`config.mk`:
```
export PLATFORM = sky130hd
export DESIGN_NAME = qr_data_segment_bit_encoder
export DESIGN_NICKNAME = d
export VERILOG_FILES = /design/src/rtl/qdse_pkg.sv /design/src/rtl/qdse_front.sv /design/src/rtl/qdse_queue.sv /design/src/rtl/qdse_back.sv /design/src/rtl/qr_data_segment_bit_encoder.sv
export SDC_FILE = /design/constraint.sdc
export NUM_CORES = 1
export LEC_CHECK = 0
export ABC_AREA = 1
export ABC_CLOCK_PERIOD_IN_PS = 3870
export CORE_MARGIN = 1
export CORE_UTILIZATION = 44
export DETAILED_ROUTE_END_ITERATION = 6
export DONT_BUFFER_PORTS = 1
export PLACE_DENSITY = 0.59
export SYNTH_ARGS = -nofsm -noshare
export SYNTH_HDL_FRONTEND = slang
export SYNTH_SLANG_ARGS = --single-unit
```
`constraint.sdc`:
```
create_clock -name clk -period 3.87 [get_ports clk]
set_input_delay 0.1935 -clock clk [delete_from_list [all_inputs] [get_ports clk]]
set_output_delay 0.1935 -clock clk [all_outputs]
set_load 0.005 [all_outputs]
```
`src/rtl/qdse_pkg.sv`:
```
// qdse_pkg: shared types, mode codes and constants for the qr data segment bit encoder
// no dependencies

package qdse_pkg;

  localparam int unsigned QUEUE_DEPTH = 2;

  localparam logic [1:0] MODE_NUMERIC = 2'd0;
  localparam logic [1:0] MODE_ALNUM   = 2'd1;
  localparam logic [1:0] MODE_BYTE    = 2'd2;
  localparam logic [1:0] MODE_KANJI   = 2'd3;

  localparam logic [15:0] KANJI_LO1   = 16'd33088;
  localparam logic [15:0] KANJI_HI1   = 16'd40956;
  localparam logic [15:0] KANJI_LO2   = 16'd57408;
  localparam logic [15:0] KANJI_HI2   = 16'd60351;
  localparam logic [15:0] KANJI_BASE2 = 16'd49472;

  localparam logic [15:0] DIGIT_OFFSET  = 16'd48;
  localparam logic [15:0] LETTER_OFFSET = 16'd55;

  localparam logic [3:0] LEN_NUM1  = 4'd4;
  localparam logic [3:0] LEN_ALN1  = 4'd6;
  localparam logic [3:0] LEN_NUM2  = 4'd7;
  localparam logic [3:0] LEN_BYTE  = 4'd8;
  localparam logic [3:0] LEN_NUM3  = 4'd10;
  localparam logic [3:0] LEN_ALN2  = 4'd11;
  localparam logic [3:0] LEN_KANJI = 4'd13;

  // one classified character between front and back
  typedef struct packed {
    logic [1:0]  mode;
    logic        fin;
    logic [12:0] val;
  } qdse_entry_t;

  function automatic logic [5:0] alnum_code(input logic [15:0] c);
    logic [15:0] t;
    t = 16'd1;
    if (c >= 16'd48 && c <= 16'd57) begin
      t = c - DIGIT_OFFSET;
    end else if (c >= 16'd65 && c <= 16'd90) begin
      t = c - LETTER_OFFSET;
    end else begin
      unique case (c)
        16'd32:  t = 16'd36;
        16'd36:  t = 16'd37;
        16'd37:  t = 16'd38;
        16'd42:  t = 16'd39;
        16'd43:  t = 16'd40;
        16'd45:  t = 16'd41;
        16'd46:  t = 16'd42;
        16'd47:  t = 16'd43;
        16'd58:  t = 16'd44;
        default: t = 16'd1;
      endcase
    end
    return t[5:0];
  endfunction

endpackage

```
`src/rtl/qdse_front.sv`:
```
// qdse_front: classifies one input character for the current mode
// depends on qdse_pkg

module qdse_front import qdse_pkg::*; (
  input  logic [1:0]  mode,
  input  logic [15:0] char_code,
  input  logic        is_final,
  output qdse_entry_t entry,
  output logic        keep
);

  logic [15:0] r1;
  logic [15:0] r2;
  logic [15:0] r;
  logic        in1;
  logic        in2;
  logic [13:0] kval;
  logic [15:0] dsub;
  logic [3:0]  digit;

  assign in1  = (char_code >= KANJI_LO1) && (char_code <= KANJI_HI1);
  assign in2  = (char_code >= KANJI_LO2) && (char_code <= KANJI_HI2);
  assign r1   = char_code - KANJI_LO1;
  assign r2   = char_code - KANJI_BASE2;
  assign r    = in1 ? r1 : r2;
  // msb * 192 + lsb
  assign kval = {1'b0, r[13:8], 7'b0} + {2'b0, r[13:8], 6'b0} + {6'b0, r[7:0]};
  assign dsub = char_code - DIGIT_OFFSET;
  assign digit = (char_code >= 16'd48 && char_code <= 16'd57) ? dsub[3:0] : 4'd0;

  always_comb begin
    entry.mode = mode;
    entry.fin  = is_final;
    entry.val  = '0;
    keep       = 1'b1;
    unique case (mode)
      MODE_NUMERIC: entry.val = {9'b0, digit};
      MODE_ALNUM:   entry.val = {7'b0, alnum_code(char_code)};
      MODE_BYTE:    entry.val = {5'b0, char_code[7:0]};
      MODE_KANJI: begin
        entry.val = kval[12:0];
        keep      = in1 || in2;
      end
      default:      entry.val = '0;
    endcase
  end

endmodule

```
`src/rtl/qdse_queue.sv`:
```
// qdse_queue: small fifo of classified characters between front and back
// depends on qdse_pkg

module qdse_queue import qdse_pkg::*; #(
  parameter int unsigned DEPTH = QUEUE_DEPTH
) (
  input  logic        clk,
  input  logic        rst,
  input  logic        push,
  input  qdse_entry_t push_entry,
  input  logic        pop,
  output logic        full,
  output logic        nonempty,
  output qdse_entry_t head
);

  localparam int unsigned IW = (DEPTH > 1) ? $clog2(DEPTH) : 1;
  localparam int unsigned CW = $clog2(DEPTH + 1);
  localparam logic [IW-1:0] LAST = IW'(DEPTH - 1);

  qdse_entry_t      slots [DEPTH];
  logic [IW-1:0]    wr_ptr;
  logic [IW-1:0]    rd_ptr;
  logic [CW-1:0]    count;

  assign full     = (count == CW'(DEPTH));
  assign nonempty = (count != '0);
  assign head     = slots[rd_ptr];

  always_ff @(posedge clk) begin
    if (push) begin
      slots[wr_ptr] <= push_entry;
    end
  end

  always_ff @(posedge clk) begin
    if (rst) begin
      wr_ptr <= '0;
      rd_ptr <= '0;
      count  <= '0;
    end else begin
      if (push) begin
        wr_ptr <= (wr_ptr == LAST) ? '0 : wr_ptr + 1'b1;
      end
      if (pop) begin
        rd_ptr <= (rd_ptr == LAST) ? '0 : rd_ptr + 1'b1;
      end
      if (push && !pop) begin
        count <= count + 1'b1;
      end else if (!push && pop) begin
        count <= count - 1'b1;
      end
    end
  end

endmodule

```
`src/rtl/qdse_back.sv`:
```
// qdse_back: groups classified characters using the pending state, output register
// depends on qdse_pkg

module qdse_back import qdse_pkg::*; (
  input  logic        clk,
  input  logic        rst,
  input  logic        clear,
  input  logic        head_valid,
  input  qdse_entry_t head,
  output logic        pop,
  output logic [12:0] group_bits,
  output logic [3:0]  group_length,
  output logic        segment_end,
  output logic        out_valid,
  input  logic        out_stall
);

  logic [6:0]  pending_value;
  logic [1:0]  pending_count;
  logic [6:0]  pending_value_next;
  logic [1:0]  pending_count_next;
  logic        emit;
  logic [12:0] bits;
  logic [3:0]  len;
  logic [9:0]  acc;
  logic [2:0]  cnt;
  logic [10:0] pair;

  assign pop  = head_valid && (!out_valid || !out_stall);
  assign acc  = 10'(pending_value) * 10'd10 + 10'(head.val[3:0]);
  assign cnt  = {1'b0, pending_count} + 3'd1;
  assign pair = 11'(pending_value) * 11'd45 + 11'(head.val[5:0]);

  always_comb begin
    emit               = 1'b0;
    bits               = '0;
    len                = LEN_BYTE;
    pending_value_next = pending_value;
    pending_count_next = pending_count;
    unique case (head.mode)
      MODE_NUMERIC: begin
        if (cnt >= 3'd3 || head.fin) begin
          emit               = 1'b1;
          bits               = {3'b0, acc};
          len                = (cnt >= 3'd3) ? LEN_NUM3 : ((cnt == 3'd2) ? LEN_NUM2 : LEN_NUM1);
          pending_value_next = '0;
          pending_count_next = '0;
        end else begin
          pending_value_next = acc[6:0];
          pending_count_next = cnt[1:0];
        end
      end
      MODE_ALNUM: begin
        if (pending_count != '0) begin
          emit               = 1'b1;
          bits               = {2'b0, pair};
          len                = LEN_ALN2;
          pending_value_next = '0;
          pending_count_next = '0;
        end else if (head.fin) begin
          emit = 1'b1;
          bits = {7'b0, head.val[5:0]};
          len  = LEN_ALN1;
        end else begin
          pending_value_next = {1'b0, head.val[5:0]};
          pending_count_next = 2'd1;
        end
      end
      MODE_BYTE: begin
        emit = 1'b1;
        bits = {5'b0, head.val[7:0]};
        len  = LEN_BYTE;
      end
      MODE_KANJI: begin
        emit = 1'b1;
        bits = head.val;
        len  = LEN_KANJI;
      end
      default: emit = 1'b0;
    endcase
  end

  always_ff @(posedge clk) begin
    if (rst) begin
      pending_value <= '0;
      pending_count <= '0;
      out_valid     <= 1'b0;
    end else begin
      if (clear) begin
        pending_value <= '0;
        pending_count <= '0;
      end else if (pop) begin
        pending_value <= pending_value_next;
        pending_count <= pending_count_next;
      end
      if (pop) begin
        out_valid <= emit;
      end else if (!out_stall) begin
        out_valid <= 1'b0;
      end
    end
  end

  always_ff @(posedge clk) begin
    if (pop && emit) begin
      group_bits   <= bits;
      group_length <= len;
      segment_end  <= head.fin;
    end
  end

endmodule

```
`src/rtl/qr_data_segment_bit_encoder.sv`:
```
// qr_data_segment_bit_encoder: top level, register port, front, queue and back
// depends on qdse_pkg, qdse_front, qdse_queue, qdse_back
//
// usage
// - input channel: char_code and is_final with in_valid / in_stall; one character per beat
// - output channel: group_bits, group_length, segment_end with out_valid / out_stall;
//   zero or one group per input beat, in input order
// - encode_mode is written over the apb port at address 0; a write also drops any
//   partial numeric or alphanumeric group; write only while the block is idle
// - an accepted character is written into the queue, then grouped by the back and held in its output register
// - throughput: one character per cycle while out_stall is low, set by the grouping step in the back
// - the front classifies and pushes into a two-entry queue; in_stall is high only when
//   that queue is full, which happens when the receiver holds out_stall
// - an out-of-range kanji code is accepted and gives no group
// - under out_stall the output register holds its beat and the queue fills behind it
// - reset clears the mode to numeric, the pending group, the queue and out_valid

module qr_data_segment_bit_encoder import qdse_pkg::*; #(
  parameter int unsigned QDEPTH = QUEUE_DEPTH
) (
  input  logic        clk,
  input  logic        rst,
  input  logic        psel,
  input  logic        penable,
  input  logic        pwrite,
  input  logic [2:0]  paddr,
  input  logic [31:0] pwdata,
  output logic [31:0] prdata,
  output logic        pready,
  input  logic [15:0] char_code,
  input  logic        is_final,
  input  logic        in_valid,
  output logic        in_stall,
  output logic [12:0] group_bits,
  output logic [3:0]  group_length,
  output logic        segment_end,
  output logic        out_valid,
  input  logic        out_stall
);

  logic [1:0]  encode_mode;
  logic        cfg_write;
  qdse_entry_t front_entry;
  logic        front_keep;
  logic        q_full;
  logic        q_nonempty;
  qdse_entry_t q_head;
  logic        q_push;
  logic        q_pop;

  assign pready    = 1'b1;
  assign cfg_write = psel && penable && pwrite && (paddr[2] == 1'b0);
  assign prdata    = (paddr[2] == 1'b0) ? {30'b0, encode_mode} : 32'b0;

  always_ff @(posedge clk) begin
    if (rst) begin
      encode_mode <= MODE_NUMERIC;
    end else if (cfg_write) begin
      encode_mode <= pwdata[1:0];
    end
  end

  assign in_stall = q_full;
  assign q_push   = in_valid && !q_full && front_keep;

  qdse_front u_front (
    .mode      (encode_mode),
    .char_code (char_code),
    .is_final  (is_final),
    .entry     (front_entry),
    .keep      (front_keep)
  );

  qdse_queue #(
    .DEPTH (QDEPTH)
  ) u_queue (
    .clk        (clk),
    .rst        (rst),
    .push       (q_push),
    .push_entry (front_entry),
    .pop        (q_pop),
    .full       (q_full),
    .nonempty   (q_nonempty),
    .head       (q_head)
  );

  qdse_back u_back (
    .clk          (clk),
    .rst          (rst),
    .clear        (cfg_write),
    .head_valid   (q_nonempty),
    .head         (q_head),
    .pop          (q_pop),
    .group_bits   (group_bits),
    .group_length (group_length),
    .segment_end  (segment_end),
    .out_valid    (out_valid),
    .out_stall    (out_stall)
  );

endmodule
```
Word level (Yosys, flattened, before mapping)
Memory sizes are Yosys's and may differ from the RTL's. A register that Yosys moved wholly into a read port is not among the register bits. Cells that the tools add are included.

$add $sub $neg: 13. Multiply operators: 2. $lt $le $gt $ge: 9. Equality and inequality tests: 19. Muxes and demuxes: 40. Bitwise logic cells: 1. Reductions and logical operators: 30.

Operators by type and width (number): 16-bit by 6-bit equality test with 1-bit output (second input constant) (9); 13-bit case mux with 4 select lines (2); 6-bit case mux with 9 select lines (1); 16-bit greater-or-equal comparator (second input constant) (2); 16-bit less-or-equal comparator (second input constant) (2); 14-bit by 9-bit subtractor with 14-bit output (second input constant) (2); 7-bit two-way mux (3); 4-bit two-way mux (5); 6-bit two-way mux (3); 16-bit by 6-bit greater-or-equal comparator with 1-bit output (second input constant) (1); 16-bit by 7-bit greater-or-equal comparator with 1-bit output (second input constant) (1); 16-bit by 6-bit less-or-equal comparator with 1-bit output (second input constant) (1); 16-bit by 7-bit less-or-equal comparator with 1-bit output (second input constant) (1); 4-bit case mux with 4 select lines (1); 14-bit two-way mux (1); 2-bit two-way mux (7); 7-bit case mux with 2 select lines (1); 13-bit by 12-bit adder with 13-bit output (1); 13-bit by 8-bit adder with 13-bit output (1); 1-bit logical AND (13); 13-bit two-way mux (1); 1-bit two-way mux (12); 6-bit subtractor (second input constant) (2); 11-bit by 6-bit adder with 11-bit output (1); 23 further kinds (40).

Flip-flop bits (word level): 34. RAM bits: 32. Bits of input ports: 59. Word-level logic and storage cells: 125. Memories: 1.

Memory list: u_queue.slots (words 2, width 16, read ports 1, clocked after Yosys merged registers in 1, wr ports 1, line qdse_queue.sv:21) `qdse_entry_t slots [DEPTH];`.

Logic depth before layout (Yosys ltp)
Gate-level depths: netlist of run 1.

Word-level depth: 9. Depth in mapped cells: 20.

Hierarchy
From an unflattened synthesis of run 1, not the netlist that was laid out.

Cell total of the unflattened synthesis: 724. Area, all modules: 6002.0 sq um.

Modules (own cells, without submodules): qdse_back (times used 1, cells an instance 340, area an instance 2736.4 sq um, sequential area each 740.7 sq um); qdse_front (times used 1, cells an instance 242, area an instance 1451.4 sq um, sequential area each 0.0 sq um); qdse_queue (times used 1, cells an instance 83, area an instance 1436.4 sq um, sequential area each 1061.0 sq um); qr_data_segment_bit_encoder (times used 1, cells an instance 59, area an instance 377.9 sq um, sequential area each 40.0 sq um).

Worst setup path after synthesis of run 1
Ideal clock, no wire load.

Path type: register to register. Start point: reg u_back.pending_value[1]. End point: reg u_back.group_bits[10] (data pin). Library setup time: 0.260 ns. Data arrival time: 3.032 ns. Required time: 3.610 ns. Setup slack: 0.578 ns. Stages on the path, launching flop included: 14. Buffers on the path: 0. Clock period less this slack: 3.292 ns. Cells stage by stage: dfxtp_1 -> ha_1 -> inv_1 -> fa_1 -> fa_1 -> inv_1 -> ha_1 -> ha_1 -> a21oi_1 -> o21ai_0 -> a21oi_1 -> nand3_1 -> nor2_1 -> o21ai_0.

Longest elaborated chain between the ends: 4.

Ends and longest elaborated chain: from (decl) (line qdse_back.sv:18) `logic [6:0] pending_value;`; from (signal assigned) (line qdse_back.sv:93) `pending_value <= pending_value_next;`; 7-bit by 6-bit multiplier with 11-bit output (line qdse_back.sv:32) `assign pair = 11'(pending_value) * 11'd45 + 11'(head.val[5:0]);`; 11-bit by 6-bit adder with 11-bit output (line qdse_back.sv:32); 13-bit two-way mux (line qdse_back.sv:54) `if (pending_count != '0) begin`; 13-bit case mux with 4 select lines (line qdse_back.sv:40) `unique case (head.mode)`; named net u_back.bits[10] (line qdse_back.sv:23) `logic [12:0] bits;`; to (signal assigned) (line qdse_back.sv:106) `group_bits <= bits;`; to (decl) (line qdse_back.sv:11) `output logic [12:0] group_bits,`.

The timed path passes the listed nets, and every way through them passes these cells. A chain may end at the register's enable or synchronous reset.

Worst setup path in the final report of run 1
Start point: reg u_back.pending_value[3]. End point: reg u_back.group_bits[6] (data pin).

Longest elaborated chain between the ends: 4. Elaborated cells on any way between the ends: 7. Classes of those cells: 2 x add/sub; 2 x mul; 3 x mux.

Ends and longest elaborated chain (line): 7-bit by 6-bit multiplier with 11-bit output / 7-bit by 3-bit multiplier with 9-bit output (equally long branches) (qdse_back.sv:32, qdse_back.sv:30); 11-bit by 6-bit adder with 11-bit output / 10-bit by 4-bit adder with 10-bit output (equally long branches) (qdse_back.sv:32, qdse_back.sv:30); 13-bit two-way mux / 10-bit two-way mux (equally long branches) (qdse_back.sv:54, qdse_back.sv:42); 13-bit case mux with 4 select lines (*) (qdse_back.sv:40); named net u_back.bits[6] (qdse_back.sv:23).

Mark *: on every way through the listed nets, which the timed path passes. The rest lies on a longest branch.

==> results of run 1 <==
-- timing repair --
item                      CTS  global route
gates resized for setup     0             0
hold buffers                2             0
hold endpoints to repair    3             0
-- placed cells by master, fill, tap and decap left out, types with 14 or more instances in the layout --
cell and instances:
fa_1 15, nand3_1 55, ha_1 66, inv_1 104
nor2_1 59, xor2_1 14, a21oi_1 39, dfxtp_1 17
edfxtp_1 50, nand2_1 158, o21ai_0 30, conb_1 31
-- state kept, by name, summed over array words and instances, names as in the netlist, named ones only --
signal,count
encode_mode,2
u_back.group_bits,13
u_back.group_length,4
u_back.out_valid,1
u_back.pending_count,2
u_back.pending_value,7
u_back.segment_end,1
u_queue.count,2
u_queue.rd_ptr,1
u_queue.slots,32
u_queue.wr_ptr,1
-- critical path, stage by stage (launching register included) --
cell      delay [ns]
dfxtp_1         0.35
ha_1            0.37
ha_1            0.33
fa_1            0.51
inv_1           0.06
fa_1            0.53
inv_1           0.04
ha_1            0.32
inv_1           0.07
o21ai_0         0.23
a21o_1          0.14
inv_1           0.06
nand2_1         0.06
nand2_1         0.05
nand3_1         0.06
o221ai_1        0.16
-- cells in the mapped netlist (3+ instances only) --
cell and instances:
a21oi_1 39, a31oi_1 4, buf_2 3, buf_4 32
dfxtp_1 17, edfxtp_1 50, fa_1 15, ha_1 66
inv_1 104, inv_2 10, nand2_1 158, nand2_2 5
nand2_4 4, nand3_1 55, nand4_1 8, nor2_1 59
nor2_2 3, nor3_1 9, o21ai_0 30, o21ai_1 5
o221ai_1 6, or2_2 6, xnor2_1 4, xor2_1 14
-- cell families after synthesis --
logic type,Yosys count,share of synthesized area [%]
AND/OR/NAND/NOR,317,24.5
XOR/XNOR,18,2.68
AO/OA/AOI/OAI,97,9.81
flip-flops,67,31.3
buffers and inverters,153,12.1
other,2,0.128
adder cells (fa/ha/maj),81,19.2
multiplexers,2,0.341
-- how the worst max path moves through the flow --
| stage | cells after the start | to | from |
|---|---|---|---|
| floorplan | 13 | u_back.group_bits[10]$_DFFE_PP_ | u_back.pending_value[1]$_SDFFE_PP0P_ |
| global placement | 15 | u_back.group_bits[6]$_DFFE_PP_ | u_back.pending_value[5]$_SDFFE_PP0P_ |
| detailed placement | 13 | u_back.group_bits[10]$_DFFE_PP_ | u_back.pending_value[2]$_SDFFE_PP0P_ |
| CTS | 13 | u_back.group_bits[10]$_DFFE_PP_ | u_back.pending_value[2]$_SDFFE_PP0P_ |
| global route | 15 | u_back.group_bits[6]$_DFFE_PP_ | u_back.pending_value[5]$_SDFFE_PP0P_ |
| finish | 15 | u_back.group_bits[6]$_DFFE_PP_ | u_back.pending_value[3]$_SDFFE_PP0P_ |
-- through the flow --
stage          utilization, %  worst slack (ns)  cells  instance area (sq um)
2_1_floorplan               -             0.578    766                   5990
3_3_place_gp             46.5             0.317    905                   5960
3_5_place_dp             46.5             0.296    905                   5960
4_1_cts                  48.9             0.284    923                   6270
5_1_grt                  48.9            0.0253    923                   6270
6_report                 48.9             0.238    923                   6270
-- metal layers --
layer / part of all wire, % / wire, um
met4: 1.8 / 234
met5: 0 / 0
met2: 49 / 6350
met3: 3.5 / 457
met1: 46 / 5890
-- power by group through the flow --
stage	Combinational [mW]	Clock (mW)	Sequential, mW
after floorplan	1.46	0	1.12
after global placement	1.82	0	1.14
after detailed placement	1.86	0	1.15
after CTS	1.88	0.799	1.14
after global routing	2.18	0.831	1.16
final	1.88	0.786	1.13
-- layout make-up --
| type | instances | area, sq um | share of cell area [%] |
|---|---|---|---|
| clock buffers | 10 | 229 | 3.65 |
| clock inverters | 6 | 56.3 | 0.898 |
| inverters | 116 | 440 | 7.03 |
| multi-input cells | 546 | 3440 | 54.8 |
| flip-flops and latches | 67 | 1840 | 29.4 |
| well taps | 172 | 215 | 3.43 |
| repair buffers | 6 | 50.0 | 0.798 |
==> impl_metrics.tcl, run 1 <==
set metrics [dict create \
    comb_power_share_pct 49.5 \
    postCtsSetupBuffers 0 \
    drt_wl_total_um 12900 \
    cts_tree "done" \
    grt.met1_usage_pct 24.2 \
    post-route-period-util_pct 93.9 \
    status "finished clean" \
    fp-row-count 41 \
    clk_latency_ns 0.33 \
    hold_end "u_back.out_valid$_SDFFE_PP0P_" \
    crit_arrival_ns 3.68 \
    seq_power_share_pct 29.9 \
    use_met2_pct 33.7 \
    synth.cell_area_sq_um 5880 \
    setup_viol 0 \
    io_pins 112 \
    vias 4695 \
    synth_top_cell_by_area "edfxtp_1" \
    grt_pass1_wl_um 21600 \
    drive_gt1_share_pct 7.86 \
    power_mw 3.80 \
    synth_cell_types 47 \
    setup-tns-final_ns 0 \
    peakVddDrop_uv 283 \
    path_clk_slew_ns 0.06 \
    dieArea_sq_um 13800 \
    regToRegSetupSlack_ns 0.24 \
    cts.path.max_buffers 2 \
    clock_sinks 67 \
    vias_per_cell 5.09 \
    leakage_nw 3.10 \
    core_sq_um 12800 \
    intPower_mw 2.16 \
    antenna_left 0 \
    worst-setup-path-type "reg2reg" \
    endpoint_kind "flip-flop" \
    grt_usage_pct 19.3 \
    async_flop_share_pct 0 \
    power_density_nw_per_um2 606 \
    area_growth_pct 6.62 \
    postSynthCellCount 737 \
    hold_slack_ns 0.0287 \
    layout_min_cycle_time_ns 3.63 \
    wire_per_inst_um 14.0 \
    dr.pass1.iters 5 \
    yosys_warnings 0 \
    grt.overflow.total 0 \
    drc 0 \
    worst_setup_path_start_kind "flip-flop" \
    yosysTopAreaCellShare_pct 25.5 \
    grt_setup_unrepaired "no" \
    worst_hold_path.num_cells 2 \
    portBuffers 0 \
    nets 886 \
    finClkSkew_ns 0.0109 \
    met3_usage_pct 3.15 \
    fillCellCount 1237 \
    max_freq_mhz 275 \
    hold_path_startpoint "out_stall" \
    p_clk_share_pct 20.7 \
    cap_viol_max_count 0 \
    relSlewSlack_pct 51.4 \
    r2r-start "u_back.pending_value[3]$_SDFFE_PP0P_" \
    cts_buffers 9 \
    r2r_cells 15 \
    synth_area_per_cell_sq_um 7.98 \
    crit_fanout 4 \
    p_switching_mw 1.64 \
    drtIter0Drc 259 \
    fp.dieW_um 118 \
    htreeDepth 3 \
    hold_viol 0 \
    die_h_um 118 \
    finalMaxSlewViolations 0 \
    start_util_pct 45.8 \
    diodes 0 \
    cts_root_buffer "clkbuf_16" \
    synth_edf_count 50 \
    grt_max_degree 19 \
    dp_hpwl_um 10700 \
    worstMarginPinSlew_ns 0.728 \
    gr-max-usage-layer "met2" \
    grt_pass1_vias 4519 \
    antenna_found_initial 0 \
    ys_dominant_reg_cell "edfxtp_1" \
    worstHoldPathType "in2reg" \
    required_ns 3.92 \
    switching_share_pct 43.1 \
    place_congestion 0.937 \
    ys_seq_area_share_pct 31.3 \
    synth-seq-cells 67 \
    rr_endpoint "u_back.group_bits[6]$_DFFE_PP_" \
    synthTopCellsByArea "edfxtp_1 26%, ha_1 14%, nand2_1 10%" \
]
No activity file was read; power rests on OpenSTA's default activity.
==> run 2, diff against run 1 <==
--- a/config.mk
+++ b/config.mk
@@ -8,10 +8,10 @@
 export ABC_AREA = 1
 export ABC_CLOCK_PERIOD_IN_PS = 3870
 export CORE_MARGIN = 1
-export CORE_UTILIZATION = 44
+export CORE_UTILIZATION = 60
 export DETAILED_ROUTE_END_ITERATION = 6
 export DONT_BUFFER_PORTS = 1
-export PLACE_DENSITY = 0.59
+export PLACE_DENSITY = 0.76
 export SYNTH_ARGS = -nofsm -noshare
 export SYNTH_HDL_FRONTEND = slang
 export SYNTH_SLANG_ARGS = --single-unit
==> run 2 against run 1 <==
Effect of this change:
- register-to-register slack improved by 0.02 ns
- non-clock buffer count is 1 higher
- largest power group unchanged
- clock power decreased by 33%
- combinational power hardly changed
==> impl_metrics.tcl, run 2 (synthesis gave the netlist of run 1 again) <==
set metrics [dict create \
    largest_register "u_queue.slots" \
    leakage_nw 3.06 \
    postCtsSetupBuffers 0 \
    switching_share_pct 45.2 \
    start_util_pct 62.7 \
    comb_power_share_pct 53.3 \
    core_sq_um 9370 \
    cts_root_buffer "clkbuf_8" \
    io_pins 112 \
    p_switching_mw 1.60 \
    path_clk_slew_ns 0.07 \
    preCtsSetupSlack_ns 0.233 \
    finalMaxSlewViolations 0 \
    area_growth_pct 3.98 \
    final_common_cell "nand2_1" \
    intPower_mw 1.94 \
    layout_min_cycle_time_ns 3.61 \
    crit_path_frequent_cell "inv_1" \
    grt_usage_pct 25.8 \
    worstMarginPinSlew_ns 0.739 \
    setup_viol 0 \
    peakVddDrop_uv 242 \
    place_congestion 0.970 \
    drc 0 \
    fin_ws_ns 0.257 \
    worstHoldPathType "in2reg" \
    wire_per_inst_um 14.0 \
    antenna_found_initial 0 \
    antenna_left 0 \
    cts_tree "done" \
    grt_max_degree 19 \
    drtIter0Drc 197 \
    setup-tns-final_ns 0 \
    finClkSkew_ns 0.0114 \
    diodes 0 \
    p_clk_share_pct 14.8 \
    dp_hpwl_um 10100 \
    htreeDepth 3 \
    grt.overflow.total 0 \
    required_ns 3.93 \
    drive_gt1_share_pct 7.99 \
    crit_slowest_cell "fa_1" \
    cap_viol_max_count 0 \
    drt_wl_total_um 12300 \
    crit_fanout 4 \
    vias_per_cell 5.38 \
    post-route-period-util_pct 93.4 \
    dr.pass1.iters 5 \
    cts_buffers 9 \
    crit_arrival_ns 3.68 \
    grt_pass1_vias 4509 \
    final_cell_mix "158 x nand2_1, 104 x inv_1, 66 x ha_1, 59 x nor2_1, 55 x nand3_1" \
    clk_latency_ns 0.35 \
    grt_pass1_wl_um 20500 \
    seq_power_share_pct 31.9 \
    nets 887 \
    die_h_um 101 \
    clock_sinks 67 \
    relSlewSlack_pct 50.7 \
    grt_setup_unrepaired "no" \
    endpoint_kind "flip-flop" \
    top_regs "u_queue.slots x32, u_back.group_bits x13, u_back.pending_value x7" \
    largest_reg_flops 32 \
    status "finished clean" \
    vias 4732 \
    dieArea_sq_um 10200 \
    max_freq_mhz 277 \
    fp-row-count 35 \
    worst_path_largest_cell_delay_ns 0.53 \
    crit_chain "ha_1 > ha_1 > fa_1 > inv_1 > fa_1 > inv_1 > ha_1 > inv_1 > o21ai_1 > a21o_1 > inv_1 > nand2_1 > nand2_1 > nand3_1 > o221ai_1" \
    worst_setup_path_start_kind "flip-flop" \
    portBuffers 0 \
    cts.path.max_buffers 2 \
    fp.dieW_um 101 \
    worst-setup-path-type "reg2reg" \
    power_density_nw_per_um2 579 \
    hold_viol 0 \
]
[run 2: layout make-up]
| class | count | area (sq um) |
|---|---|---|
| clock buffer | 11 | 153 |
| clock inverter | 4 | 23.8 |
| fill | 808 | 3260 |
| inverter | 116 | 440 |
| multi-input combinational | 546 | 3440 |
| sequential | 67 | 1840 |
| tap | 129 | 161 |
| timing repair buffer | 7 | 57.6 |
[run 2: path summary, 6_finish.rpt]
kind	from	to	depth (start not counted)	slack (ns)
hold reg to reg	u_queue.rd_ptr$_SDFFE_PP0P_	u_queue.rd_ptr$_SDFFE_PP0P_	1	0.47
hold / removal	out_stall	u_back.out_valid$_SDFFE_PP0P_	2	0.01
setup / recovery	u_back.pending_value[3]$_SDFFE_PP0P_	u_back.group_bits[6]$_DFFE_PP_	15	0.26
setup reg to reg	u_back.pending_value[3]$_SDFFE_PP0P_	u_back.group_bits[6]$_DFFE_PP_	15	0.26
[run 2: metal layers]
layer	vias up	routed length (um)	GRT usage (%)	share of wire, %
met5	-	0	0	0
met2	179	6380	47.1	52
met1	2159	5130	30.3	42
met3	20	582	3.88	4.7
li1	2374	-	-	-
met4	0	227	10.0	1.8
[run 2: worst max-delay path: cells and delay by family (launching register included)]
family	cells	cell delay (ns)
AO/OA/AOI/OAI	3	0.46
buffers and inverters	4	0.24
adder cells (fa/ha/maj)	5	2.11
flip-flops	1	0.35
AND/OR/NAND/NOR	3	0.17
[run 2: power groups by stage]
stage | combinational, mW | clock (mW) | sequential (mW)
2_1_floorplan | 1.46 | 0 | 1.12
3_3_place_gp | 1.77 | 0 | 1.14
3_5_place_dp | 1.84 | 0 | 1.15
4_1_cts | 1.87 | 0.534 | 1.13
5_1_grt | 2.15 | 0.557 | 1.15
6_report | 1.89 | 0.526 | 1.13
[run 2: timing repair]
| item | CTS | global route |
|---|---|---|
| setup endpoints to repair | 0 | 1 |
| endpoints found under the hold margin | 3 | 0 |
| gates resized for setup | 0 | 1 |
| hold buffers | 2 | 0 |
[run 2: metrics by stage]
stage,hold WS (ns),instances,util [%],power (mW),area [sq um]
2_1_floorplan,0.263,766,-,2.59,5990
3_3_place_gp,0.263,863,63.1,2.91,5920
3_5_place_dp,0.270,863,63.1,2.99,5920
4_1_cts,0.00823,880,65.2,3.53,6110
5_1_grt,0.0434,880,65.2,3.86,6110
6_report,0.0139,880,65.2,3.54,6110
